<file path="config.mk">
export PLATFORM = sky130hd
export DESIGN_NAME = sorted_priority_queue_top_flat
export DESIGN_NICKNAME = d
export VERILOG_FILES = /design/src/sv/spq_pkg.sv /design/src/sv/spq_req_if.sv /design/src/sv/spq_rsp_if.sv /design/src/sv/sorted_priority_queue_top.sv /design/src/sv/spq_store.sv /design/src/sv/spq_ctrl.sv /design/src/flat_wrapper.sv
export SDC_FILE = /design/constraint.sdc
export NUM_CORES = 1
export LEC_CHECK = 0
export BUFFER_PORTS_ARGS = -buffer_cell sky130_fd_sc_hd__buf_2
export CORE_MARGIN = 2
export CORE_UTILIZATION = 62
export DETAILED_ROUTE_END_ITERATION = 16
export PLACE_DENSITY = 0.77
export SLEW_MARGIN = 20
export SYNTH_ARGS = -nofsm -noshare
export SYNTH_HDL_FRONTEND = slang
export SYNTH_SLANG_ARGS = --single-unit
</file>
<file path="constraint.sdc">
create_clock -name clock -period 8.91 [get_ports clock]
set_input_delay 1.3365 -clock clock [delete_from_list [all_inputs] [get_ports clock]]
set_output_delay 1.3365 -clock clock [all_outputs]
set_load 0.05 [all_outputs]
</file>
<file path="src/sv/spq_pkg.sv">
// ---------------------------------------------------------------------------
// spq_pkg: shared types and constants of the sorted priority queue
// Field widths, request and status codes, and the stored entry format.
// ---------------------------------------------------------------------------
`default_nettype none

package spq_pkg;

   // payload widths
   localparam int VALUE_W  = 32;
   localparam int PRIO_W   = 16;
   localparam int STATUS_W = 2;
   localparam int OCC_W    = 5;

   // default number of stored entries
   localparam int CAPACITY_DEF = 16;

   // request codes
   typedef enum logic {
      FUNC_INSERT = 1'b0,
      FUNC_REMOVE = 1'b1
   } func_type;

   // result status codes
   typedef enum logic [STATUS_W-1:0] {
      ST_DONE  = 2'd0,
      ST_EMPTY = 2'd1,
      ST_FULL  = 2'd2
   } status_type;

   // one stored entry
   typedef struct packed {
      logic signed [VALUE_W-1:0] value;
      logic [PRIO_W-1:0]         prio;
   } entry_type;

endpackage

`default_nettype wire

</file>
<file path="src/sv/spq_req_if.sv">
// ---------------------------------------------------------------------------
// spq_req_if: request channel of the sorted priority queue
// Valid/ready handshake carrying an insert or remove request.
// ---------------------------------------------------------------------------
`default_nettype none

interface spq_req_if;
   logic                                 valid;
   logic                                 ready;
   logic                                 func;
   logic signed [spq_pkg::VALUE_W-1:0]   value;
   logic [spq_pkg::PRIO_W-1:0]           priority_req;

   modport source (output valid, output func, output value, output priority_req,
                   input ready);
   modport sink   (input valid, input func, input value, input priority_req,
                   output ready);
endinterface

`default_nettype wire

</file>
<file path="src/sv/spq_rsp_if.sv">
// ---------------------------------------------------------------------------
// spq_rsp_if: result channel of the sorted priority queue
// Valid/ready handshake carrying status, removed entry and occupancy.
// ---------------------------------------------------------------------------
`default_nettype none

interface spq_rsp_if;
   logic                                 valid;
   logic                                 ready;
   logic [spq_pkg::STATUS_W-1:0]         status;
   logic signed [spq_pkg::VALUE_W-1:0]   out_value;
   logic [spq_pkg::PRIO_W-1:0]           out_priority;
   logic [spq_pkg::OCC_W-1:0]            occupancy;

   modport source (output valid, output status, output out_value,
                   output out_priority, output occupancy, input ready);
   modport sink   (input valid, input status, input out_value,
                   input out_priority, input occupancy, output ready);
endinterface

`default_nettype wire

</file>
<file path="src/sv/sorted_priority_queue_top.sv">
// Sequence: a remove reads the head entry, then returns it; an empty remove or a full
//   insert answers without touching memory; an insert into an empty queue writes directly;
//   other inserts walk back from the tail past each entry with a larger priority number.
// Throughput: one request at a time; the next is taken
//   the cycle after the result is taken.
// Reset: synchronous; the queue comes out empty, memory contents are not cleared.
// ---------------------------------------------------------------------------
// sorted_priority_queue_top: bounded priority queue kept in sorted order
// Sequencer and entry memory; lower priority number is served first,
// equal priorities leave in arrival order.
// ---------------------------------------------------------------------------
`default_nettype none

module sorted_priority_queue_top #(
   parameter int CAPACITY = spq_pkg::CAPACITY_DEF
) (
   input  wire logic clock,
   input  wire logic reset,
   spq_req_if.sink   req_chan,
   spq_rsp_if.source rsp_chan
);
   import spq_pkg::*;

   localparam int AW = $clog2(CAPACITY);

   logic          mem_we;
   logic [AW-1:0] mem_waddr;
   entry_type     mem_wdata;
   logic [AW-1:0] mem_raddr;
   entry_type     mem_rdata;

   // sequencer with its compare unit
   spq_ctrl #(
      .CAPACITY (CAPACITY),
      .AW       (AW)
   ) u_ctrl (
      .clock     (clock),
      .reset     (reset),
      .req_chan  (req_chan),
      .rsp_chan  (rsp_chan),
      .mem_we    (mem_we),
      .mem_waddr (mem_waddr),
      .mem_wdata (mem_wdata),
      .mem_raddr (mem_raddr),
      .mem_rdata (mem_rdata)
   );

   // entry storage
   spq_store #(
      .DEPTH (CAPACITY),
      .AW    (AW)
   ) u_store (
      .clock   (clock),
      .wr_en   (mem_we),
      .wr_addr (mem_waddr),
      .wr_data (mem_wdata),
      .rd_addr (mem_raddr),
      .rd_data (mem_rdata)
   );

endmodule

`default_nettype wire

</file>
<file path="src/sv/spq_store.sv">
// ---------------------------------------------------------------------------
// spq_store: entry memory of the sorted priority queue
// One write port and one read port with registered read data.
// ---------------------------------------------------------------------------
`default_nettype none

module spq_store #(
   parameter int DEPTH = spq_pkg::CAPACITY_DEF,
   parameter int AW    = $clog2(spq_pkg::CAPACITY_DEF)
) (
   input  wire logic               clock,
   input  wire logic               wr_en,
   input  wire logic [AW-1:0]      wr_addr,
   input  wire spq_pkg::entry_type wr_data,
   input  wire logic [AW-1:0]      rd_addr,
   output spq_pkg::entry_type      rd_data
);
   import spq_pkg::*;

   entry_type mem_ff [DEPTH];
   entry_type rd_data_ff;

   // write port
   always_ff @(posedge clock) begin
      if (wr_en) begin
         mem_ff[wr_addr] <= wr_data;
      end
   end

   // registered read port
   always_ff @(posedge clock) begin
      rd_data_ff <= mem_ff[rd_addr];
   end

   assign rd_data = rd_data_ff;

endmodule

`default_nettype wire

</file>
<file path="src/sv/spq_ctrl.sv">
// ---------------------------------------------------------------------------
// spq_ctrl: sequencer of the sorted priority queue
// Circular buffer with a head pointer; an insert walks back from the tail,
// moving larger-priority entries up one slot through a single compare unit.
// ---------------------------------------------------------------------------
`default_nettype none

module spq_ctrl #(
   parameter int CAPACITY = spq_pkg::CAPACITY_DEF,
   parameter int AW       = $clog2(spq_pkg::CAPACITY_DEF)
) (
   input  wire logic               clock,
   input  wire logic               reset,
   spq_req_if.sink                 req_chan,
   spq_rsp_if.source               rsp_chan,
   output logic                    mem_we,
   output logic [AW-1:0]           mem_waddr,
   output spq_pkg::entry_type      mem_wdata,
   output logic [AW-1:0]           mem_raddr,
   input  wire spq_pkg::entry_type mem_rdata
);
   import spq_pkg::*;

   localparam int CW = $clog2(CAPACITY + 1);
   localparam logic [CW-1:0] CAP_C  = CW'(CAPACITY);
   localparam logic [AW-1:0] LAST_C = AW'(CAPACITY - 1);
   localparam logic [AW:0]   CAPW_C = (AW+1)'(CAPACITY);

   typedef enum logic [5:0] {
      S_IDLE    = 6'b000001,
      S_REM_RD  = 6'b000010,
      S_REM_OUT = 6'b000100,
      S_INS_RD  = 6'b001000,
      S_INS_CMP = 6'b010000,
      S_INS_PUT = 6'b100000
   } state_type;

   state_type           state_ff, state_in;
   logic [AW-1:0]       head_ff, head_in;
   logic [CW-1:0]       count_ff, count_in;
   logic [AW-1:0]       wr_ptr_ff, wr_ptr_in;
   logic [AW-1:0]       rd_ptr_ff, rd_ptr_in;
   logic [CW-1:0]       steps_ff, steps_in;
   entry_type           new_ff, new_in;
   logic                rsp_valid_ff, rsp_valid_in;
   status_type          rsp_status_ff, rsp_status_in;
   logic signed [VALUE_W-1:0] rsp_value_ff, rsp_value_in;
   logic [PRIO_W-1:0]   rsp_prio_ff, rsp_prio_in;
   logic [OCC_W-1:0]    rsp_occ_ff, rsp_occ_in;

   logic                req_ready;
   logic [AW:0]         tail_sum;
   logic [AW-1:0]       tail;

   function automatic logic [AW-1:0] ptr_inc(input logic [AW-1:0] p);
      return (p == LAST_C) ? '0 : p + AW'(1);
   endfunction

   function automatic logic [AW-1:0] ptr_dec(input logic [AW-1:0] p);
      return (p == '0) ? LAST_C : p - AW'(1);
   endfunction

   // one request at a time, only with the result register empty
   assign req_ready = (state_ff == S_IDLE) && !rsp_valid_ff;
   assign req_chan.ready = req_ready;

   // first free slot behind the last entry
   assign tail_sum = {1'b0, head_ff} + (AW+1)'(count_ff);
   assign tail     = (tail_sum >= CAPW_C) ? AW'(tail_sum - CAPW_C) : tail_sum[AW-1:0];

   // sequencer
   always_comb begin
      state_in      = state_ff;
      head_in       = head_ff;
      count_in      = count_ff;
      wr_ptr_in     = wr_ptr_ff;
      rd_ptr_in     = rd_ptr_ff;
      steps_in      = steps_ff;
      new_in        = new_ff;
      rsp_valid_in  = rsp_valid_ff;
      rsp_status_in = rsp_status_ff;
      rsp_value_in  = rsp_value_ff;
      rsp_prio_in   = rsp_prio_ff;
      rsp_occ_in    = rsp_occ_ff;
      mem_we        = 1'b0;
      mem_waddr     = wr_ptr_ff;
      mem_wdata     = new_ff;
      mem_raddr     = rd_ptr_ff;

      if (rsp_valid_ff && rsp_chan.ready) begin
         rsp_valid_in = 1'b0;
      end

      case (state_ff)
         S_IDLE: begin
            if (req_chan.valid && req_ready) begin
               new_in.value = req_chan.value;
               new_in.prio  = req_chan.priority_req;
               if (func_type'(req_chan.func) == FUNC_REMOVE) begin
                  if (count_ff == '0) begin
                     rsp_valid_in  = 1'b1;
                     rsp_status_in = ST_EMPTY;
                     rsp_value_in  = '0;
                     rsp_prio_in   = '0;
                     rsp_occ_in    = OCC_W'(count_ff);
                  end else begin
                     state_in = S_REM_RD;
                  end
               end else if (count_ff >= CAP_C) begin
                  rsp_valid_in  = 1'b1;
                  rsp_status_in = ST_FULL;
                  rsp_value_in  = '0;
                  rsp_prio_in   = '0;
                  rsp_occ_in    = OCC_W'(count_ff);
               end else if (count_ff == '0) begin
                  wr_ptr_in = head_ff;
                  state_in  = S_INS_PUT;
               end else begin
                  wr_ptr_in = tail;
                  rd_ptr_in = ptr_dec(tail);
                  steps_in  = count_ff;
                  state_in  = S_INS_RD;
               end
            end
         end
         S_REM_RD: begin
            mem_raddr = head_ff;
            state_in  = S_REM_OUT;
         end
         S_REM_OUT: begin
            head_in       = ptr_inc(head_ff);
            count_in      = count_ff - CW'(1);
            rsp_valid_in  = 1'b1;
            rsp_status_in = ST_DONE;
            rsp_value_in  = mem_rdata.value;
            rsp_prio_in   = mem_rdata.prio;
            rsp_occ_in    = OCC_W'(count_ff - CW'(1));
            state_in      = S_IDLE;
         end
         S_INS_RD: begin
            mem_raddr = rd_ptr_ff;
            state_in  = S_INS_CMP;
         end
         S_INS_CMP: begin
            mem_we = 1'b1;
            if (mem_rdata.prio > new_ff.prio) begin
               // move the larger entry up one slot; walk on, or place the new entry below it
               mem_wdata = mem_rdata;
               wr_ptr_in = rd_ptr_ff;
               rd_ptr_in = ptr_dec(rd_ptr_ff);
               steps_in  = steps_ff - CW'(1);
               state_in  = (steps_ff == CW'(1)) ? S_INS_PUT : S_INS_RD;
            end else begin
               count_in      = count_ff + CW'(1);
               rsp_valid_in  = 1'b1;
               rsp_status_in = ST_DONE;
               rsp_value_in  = '0;
               rsp_prio_in   = '0;
               rsp_occ_in    = OCC_W'(count_ff + CW'(1));
               state_in      = S_IDLE;
            end
         end
         S_INS_PUT: begin
            mem_we        = 1'b1;
            count_in      = count_ff + CW'(1);
            rsp_valid_in  = 1'b1;
            rsp_status_in = ST_DONE;
            rsp_value_in  = '0;
            rsp_prio_in   = '0;
            rsp_occ_in    = OCC_W'(count_ff + CW'(1));
            state_in      = S_IDLE;
         end
         default: begin
            state_in = S_IDLE;
         end
      endcase
   end

   // control registers
   always_ff @(posedge clock) begin
      if (reset) begin
         state_ff     <= S_IDLE;
         head_ff      <= '0;
         count_ff     <= '0;
         rsp_valid_ff <= 1'b0;
      end else begin
         state_ff     <= state_in;
         head_ff      <= head_in;
         count_ff     <= count_in;
         rsp_valid_ff <= rsp_valid_in;
      end
   end

   // working and result registers
   always_ff @(posedge clock) begin
      wr_ptr_ff     <= wr_ptr_in;
      rd_ptr_ff     <= rd_ptr_in;
      steps_ff      <= steps_in;
      new_ff        <= new_in;
      rsp_status_ff <= rsp_status_in;
      rsp_value_ff  <= rsp_value_in;
      rsp_prio_ff   <= rsp_prio_in;
      rsp_occ_ff    <= rsp_occ_in;
   end

   assign rsp_chan.valid        = rsp_valid_ff;
   assign rsp_chan.status       = rsp_status_ff;
   assign rsp_chan.out_value    = rsp_value_ff;
   assign rsp_chan.out_priority = rsp_prio_ff;
   assign rsp_chan.occupancy    = rsp_occ_ff;

endmodule

`default_nettype wire

</file>
<file path="src/flat_wrapper.sv">
// flat-port wrapper written by rule: the top's interface ports become plain ports
module sorted_priority_queue_top_flat import spq_pkg::*;
#(
   parameter int CAPACITY = spq_pkg::CAPACITY_DEF
)
  (clock, reset, req_chan_valid, req_chan_func, req_chan_value, req_chan_priority_req, req_chan_ready, rsp_chan_valid, rsp_chan_status, rsp_chan_out_value, rsp_chan_out_priority, rsp_chan_occupancy, rsp_chan_ready);
  spq_req_if req_chan_i ();
  spq_rsp_if rsp_chan_i ();
  input  wire logic clock;
  input  wire logic reset;
  input wire logic [$bits(req_chan_i.valid)-1:0] req_chan_valid;
  input wire logic [$bits(req_chan_i.func)-1:0] req_chan_func;
  input wire logic [$bits(req_chan_i.value)-1:0] req_chan_value;
  input wire logic [$bits(req_chan_i.priority_req)-1:0] req_chan_priority_req;
  output wire logic [$bits(req_chan_i.ready)-1:0] req_chan_ready;
  output wire logic [$bits(rsp_chan_i.valid)-1:0] rsp_chan_valid;
  output wire logic [$bits(rsp_chan_i.status)-1:0] rsp_chan_status;
  output wire logic [$bits(rsp_chan_i.out_value)-1:0] rsp_chan_out_value;
  output wire logic [$bits(rsp_chan_i.out_priority)-1:0] rsp_chan_out_priority;
  output wire logic [$bits(rsp_chan_i.occupancy)-1:0] rsp_chan_occupancy;
  input wire logic [$bits(rsp_chan_i.ready)-1:0] rsp_chan_ready;
  assign req_chan_i.valid = req_chan_valid;
  assign req_chan_i.func = req_chan_func;
  assign req_chan_i.value = req_chan_value;
  assign req_chan_i.priority_req = req_chan_priority_req;
  assign req_chan_ready = req_chan_i.ready;
  assign rsp_chan_valid = rsp_chan_i.valid;
  assign rsp_chan_status = rsp_chan_i.status;
  assign rsp_chan_out_value = rsp_chan_i.out_value;
  assign rsp_chan_out_priority = rsp_chan_i.out_priority;
  assign rsp_chan_occupancy = rsp_chan_i.occupancy;
  assign rsp_chan_i.ready = rsp_chan_ready;
  sorted_priority_queue_top #(.CAPACITY(CAPACITY)) u_core (.clock(clock), .reset(reset), .req_chan(req_chan_i), .rsp_chan(rsp_chan_i));
endmodule
</file>
==> flow_summary.yaml, run 1 <==
outcome:
  run_status: "finished clean"
floorplan:
  fp.dieW_um: 250
  num_io_pins: 110
  fp-row-count: 90
  die-area_um2: 62700
  design.core.area_um2: 60200
  die_height_um: 250
  start_util_pct: 62.5
timing:
  max_clock_freq_mhz: 254
  period_minus_slack_ps: 3940
  rsz0062_at_grt: "false"
  tightest_slew_ps: 1090
  maxSlewHeadroom_pct: 27.5
  drv_slew: 0
  finalWorstSetupSlack_ps: 4970
  skew_ps: 24.8
  setup-tns-final_ps: 0
  period_share_pct: 44.2
  setup-violations-final: 0
  final-hold-violation-count: 0
  finalHoldWorstSlack_ps: 552
drt:
  drc: 0
  detail_route.vias_per_cell: 6.66
  drt_pre_antenna_iters: 6
  wirelength_um: 89500
  postRouteAntennaNets: 0
  vias: 22900
  routedWlPerCell_um: 26.1
  drt_iter0_drc: 2741
pwr:
  power_frac_comb_pct: 4.9
  vdd.ir_drop.worst_mv: 0.174
  intPower_mw: 7.58
  power.total_mw: 9.62
  p_leak_nw: 14.4
  switching_share_pct: 21.3
  power_density_nw_per_um2: 227
  p_switching_mw: 2.05
  clockPowerShare_pct: 42.2
  pwr-share-seq_pct: 52.8
hold_path:
  hold_depth: 1
  hp-start: "u_core.u_store.rd_data[19]"
  min_to: "u_core.u_ctrl.rsp_chan.out_value[3]"
  min_path_type: "flip-flop to flip-flop"
setup_path:
  crit_arrival_ps: 4470
  cp.required_ps: 9440
  r2r_start: "u_core.u_ctrl.state_ff[5]"
  setup.worst_path.start: "u_core.u_ctrl.state_ff[5]"
  crit_type: "flip-flop to flip-flop"
  reg2reg_slack_ps: 4970
  crit_path_start_kind: "flip-flop"
  ff2ff_path_depth: 8
  timing.rr.end: "u_core.u_store.rd_data[9]"
  crit_path_end_kind: "flip-flop"
  critical_path_peak_fanout: 70
placed_design:
  place.gp.congestion: 0.841
  placedCellCount: 3262
  dpl_cell_area_um2: 39100
  dp_hpwl_um: 46500
  port_buffers: 109
  dp_worst_setup_slack_ps: 5000
clock_network:
  cts_root_buf: "clkbuf_16"
  clock-sinks: 948
  htreeDepth: 3
  cts.path.max_buffers: 3
  numCtsBuffers: 94
  clk_latency_ps: 670
  tritoncts: "yes"
  path_clk_slew_ps: 60
  cts_resized: 0
  postCtsSetupRepairBufs: 0
  cts_hold_buffers: 0
global_route:
  antenna_found_initial: 1
  grt_pass1_wl_um: 134000
  grt-ovfl-total: 0
  top_usage_layer: "met2"
  grt_pass1_vias: 22600
  grt_max_degree: 97
  met2_usage_pct: 47.2
  met3_usage_pct: 4.70
  grtUsageMet1_pct: 38.2
  track_usage_pct: 28.6
logic_synthesis:
  synth_mux_area_share_pct: 6.93
  yosysWarnings: 0
  syn_nets: 2571
  async_flop_share_pct: 0
  yosys_register_bits: 948
  synth.distinct_cells: 63
  syn_area_um2: 37700
  synth_compound_area_share_pct: 8.06
  ys.flop_type: "edfxtp_1"
  synth-simple-area-share_pct: 7.55
  synth_edf_count: 884
  seq_area_frac_synth_pct: 73.9
  synthXorXnorAreaFrac_pct: 0.326
  synth_top_family_by_area: "compound AO/OA/AOI/OAI gates"
  synth_cells: 2490
  synthAdderAreaFrac_pct: 0.950
  syn_avg_cell_area_um2: 15.1
layout:
  final_util_pct: 70.3
  fin_area_um2: 42300
  drive_gt1_share_pct: 15.4
  diodes: 0
  final_net_count: 2657
  final_common_cell: "edfxtp_1"
  layout_common_cells: "edfxtp_1 (884), a21oi_1 (220), nand3_1 (200)"
  area_delta_synth_final_pct: 12.4
  stdcell_count: 3437
job:
  max_cap_violations: 0
-- power by group through the flow --
stage               Combinational, mW  Sequential [mW]  Clock (mW)
global route                    0.509             5.09        4.29
detailed placement              0.471             5.18           0
floorplan                       0.225             5.26           0
CTS                             0.473             5.09        4.11
global placement                0.449             5.18           0
finish                          0.473             5.09        4.07
-- layer usage --
layer	up-vias	share of wire [%]
li1	9855	-
met1	11400	38
met2	1353	49
met3	233	8.9
met4	0	3.7
met5	-	0
-- critical path, cell delays in order (launching register included) --
cell and delay, ps:
dfxtp_1 400, nor4b_4 750, a21oi_4 100, buf_4 280
nor2_4 850, buf_12 540, mux2i_1 280, o22ai_1 110
or3b_1 400
-- cell usage after synthesis (all sizes together), types with 10 or more instances --
cell | count | area share (%)
ha | 27 | 0.90
nand2b | 10 | 0.17
mux2i | 190 | 5.1
o21ai | 208 | 2.8
dfxtp | 64 | 3.4
mux2 | 55 | 1.6
buf | 48 | 0.80
nand2 | 39 | 0.41
nand3 | 202 | 2.7
o22ai | 92 | 1.5
nor3 | 13 | 0.23
and2 | 49 | 0.81
a21oi | 224 | 3.0
or3b | 46 | 1.1
edfxtp | 884 | 70
inv | 25 | 0.25
nor4 | 59 | 0.98
nor2 | 47 | 0.49
clkbuf | 121 | 1.2
-- cell type report --
| type | count | area, µm² |
|---|---|---|
| Timing Repair Buffer | 159 | 941 |
| Multi-Input combinational cell | 1346 | 9240 |
| Sequential cell | 948 | 27800 |
| Tap cell | 782 | 978 |
| Inverter | 27 | 101 |
| Clock buffer | 126 | 2620 |
| Fill cell | 3762 | 17900 |
| Clock inverter | 49 | 622 |
-- sequential cells by signal (all words and copies together) (netlist names) --
register	flops
u_core.u_ctrl.count_ff	5
u_core.u_ctrl.head_ff	4
u_core.u_ctrl.mem_waddr	4
u_core.u_ctrl.new_ff	48
u_core.u_ctrl.rd_ptr_ff	4
u_core.u_ctrl.rsp_chan.occupancy	5
u_core.u_ctrl.rsp_chan.out_priority	16
u_core.u_ctrl.rsp_chan.out_value	32
u_core.u_ctrl.rsp_chan.status	2
u_core.u_ctrl.rsp_chan.valid	1
u_core.u_ctrl.state_ff	6
u_core.u_ctrl.steps_ff	5
u_core.u_store.mem_ff	768
u_core.u_store.rd_data	48
-- cell families after synthesis --
| kind of cell | count (synthesis) |
|---|---|
| adder cells (fa/ha/maj) | 28 |
| AND/OR/NAND/NOR | 498 |
| multiplexers | 249 |
| XOR/XNOR | 14 |
| buffers and inverters | 196 |
| flip-flops | 948 |
| AO/OA/AOI/OAI | 557 |
-- worst max-delay path by stage --
stage | end | slack (ps)
6_report | u_core.u_store.rd_data[9] | 4970
5_1_grt | u_core.u_store.rd_data[9] | 4810
4_1_cts | u_core.u_store.rd_data[9] | 5000
3_5_place_dp | u_core.u_store.rd_data[9] | 5000
3_3_place_gp | u_core.u_store.rd_data[1] | 5170
2_1_floorplan | u_core.u_ctrl.rsp_chan.occupancy[0] | 650
Note: power is estimated with default switching activity, not from simulation.
==> inputs of run 2 (changes only) <==
==> constraint.sdc (replaced) <==
create_clock -name clock -period 4 [get_ports clock]
set_input_delay 0.6 -clock clock [delete_from_list [all_inputs] [get_ports clock]]
set_output_delay 0.6 -clock clock [all_outputs]
set_load 0.05 [all_outputs]
==> run 2 against run 1 <==
Clock power grew 120%. Core utilization is 0.79 points higher. Count of clock-buffer cells in the layout shrank 5. Via count rose by 5.3%. First-iteration DRC count increased by 33%. Clock skew barely moved. Maximum frequency rose by 10%. Power up 120%. Critical endpoint is now u_core.u_ctrl.rsp_chan.out_value[10]. Sequential power increased by 120%. Global-route usage increased by 4.5 points.
==> flow_summary.yaml, run 2 (synthesis gave the netlist of run 1 again) <==
global_route:
  grt_max_degree: 97
  grt_pass1_vias: 23800
  grt-ovfl-total: 0
  grt_pass1_wl_um: 151000
  antenna_found_initial: 0
  track_usage_pct: 33.0
pwr:
  power_density_nw_per_um2: 499
  p_leak_nw: 14.6
  vdd.ir_drop.worst_mv: 0.370
layout:
  diodes: 0
  top_register: "u_core.u_store.mem_ff"
  drive_gt1_share_pct: 15.8
  stdcell_count: 3463
  final_util_pct: 71.1
  area_delta_synth_final_pct: 13.7
  final_common_cell: "edfxtp_1"
  largest_register_ffs: 768
  layout_common_cells: "edfxtp_1 (884), a21oi_1 (220), nand3_1 (200)"
  final_net_count: 2679
drt:
  routedWlPerCell_um: 29.9
  vias: 24100
  wirelength_um: 104000
  postRouteAntennaNets: 0
  drt_iter0_drc: 3658
  drt_pre_antenna_iters: 5
  drc: 0
  detail_route.vias_per_cell: 6.96
clock_network:
  htreeDepth: 3
  cts_hold_buffers: 0
  clock-sinks: 948
  cts_root_buf: "clkbuf_16"
  path_clk_slew_ps: 60
  tritoncts: "yes"
  clk_latency_ps: 660
  postCtsSetupRepairBufs: 0
  cts.path.max_buffers: 3
  numCtsBuffers: 95
  cts_resized: 0
floorplan:
  start_util_pct: 62.5
  num_io_pins: 110
  design.core.area_um2: 60200
  die_height_um: 250
  fp.dieW_um: 250
  die-area_um2: 62700
  fp-row-count: 90
outcome:
  run_status: "finished clean"
job:
  max_cap_violations: 0
hold_path:
  min_to: "u_core.u_ctrl.new_ff[35]"
  hold_depth: 1
  min_path_type: "primary input to flip-flop"
  hp-start: "req_chan_value[19]"
timing:
  tightest_slew_ps: 1070
  period_share_pct: 89.4
  final-hold-violation-count: 0
  rsz0062_at_grt: "false"
  max_clock_freq_mhz: 280
  skew_ps: 25.1
  period_minus_slack_ps: 3580
  drv_slew: 0
  finalHoldWorstSlack_ps: 116
  setup-violations-final: 0
  maxSlewHeadroom_pct: 28.8
setup_path:
  critical_path_peak_fanout: 53
  r2r_start: "u_core.u_ctrl.new_ff[15]"
  crit_path_start_kind: "flip-flop"
  crit_arrival_ps: 3930
  timing.rr.end: "u_core.u_ctrl.rsp_chan.out_value[10]"
  crit_path_end_kind: "flip-flop"
  reg2reg_slack_ps: 420
  ff2ff_path_depth: 10
  cp.required_ps: 4350
  crit_type: "flip-flop to flip-flop"
placed_design:
  placedCellCount: 3283
  place.gp.congestion: 0.853
  port_buffers: 109
  dp_hpwl_um: 50300
==> run 2: changes by cell type in the layout (fill, tap and decap cells not counted), sizes merged <==
cell,change
clkbuf,-5
inv,+2
clkinv,+11
buf,+21
bufinv,-1
clkinvlp,-2
==> run 2: through the flow <==
stage          TNS [ps]  setup slack (ps)  power, mW  area [µm²]
3_5_place_dp          0               559       12.6       39700
2_1_floorplan    -18020              -125       12.2       37700
3_3_place_gp          0               713       12.6       39700
4_1_cts               0               529       21.4       42800
5_1_grt               0               380       21.9       42800
6_report              0               423       21.3       42800
==> run 2: power breakdown <==
part	leakage (nW)	switching (mW)	total, mW	internal, mW
logic	4.55	0.858	1.11	0.247
clock network	1.54	3.70	8.91	5.21
registers	8.54	0.0920	11.3	11.2
total	14.6	4.65	21.3	16.7
==> run 2: worst max-delay path by stage <==
stage                                    from  slack (ps)                                   end
finish               u_core.u_ctrl.new_ff[15]         420  u_core.u_ctrl.rsp_chan.out_value[10]
global route         u_core.u_ctrl.new_ff[15]         380   u_core.u_ctrl.rsp_chan.out_value[7]
CTS                  u_core.u_ctrl.new_ff[15]         530   u_core.u_ctrl.rsp_chan.out_value[3]
detailed placement   u_core.u_ctrl.new_ff[15]         560   u_core.u_ctrl.rsp_chan.out_value[7]
global placement     u_core.u_ctrl.new_ff[15]         710   u_core.u_ctrl.rsp_chan.out_value[7]
floorplan           u_core.u_ctrl.state_ff[0]        -130           u_core.u_store.mem_ff[2][0]
==> run 2: layout make-up <==
type | instances | area, µm²
well taps | 782 | 978
multi-input cells | 1346 | 9300
clock inverters | 59 | 613
clock buffers | 121 | 2530
inverters | 27 | 101
repair buffers | 180 | 1450
flip-flops and latches | 948 | 27800
fillers | 3708 | 17400
==> run 2: per-layer routing <==
metal | share of wire (%) | GRT usage [%] | vias to the layer above
li1 | - | - | 9936
met1 | 35 | 43.8 | 11900
met2 | 47 | 52.3 | 1993
met3 | 13 | 7.71 | 302
met4 | 4.3 | 15.6 | 0
met5 | 0 | 0 | -
==> run 2: worst max-delay path: stages (launching register included) <==
cell and delay (ps):
edfxtp_1 340, inv_1 50, ha_1 310, nand4_1 220, nor4_1 460, a21boi_0 410
o31a_1 430, nand2_2 300, buf_12 280, a21boi_4 170, buf_12 230
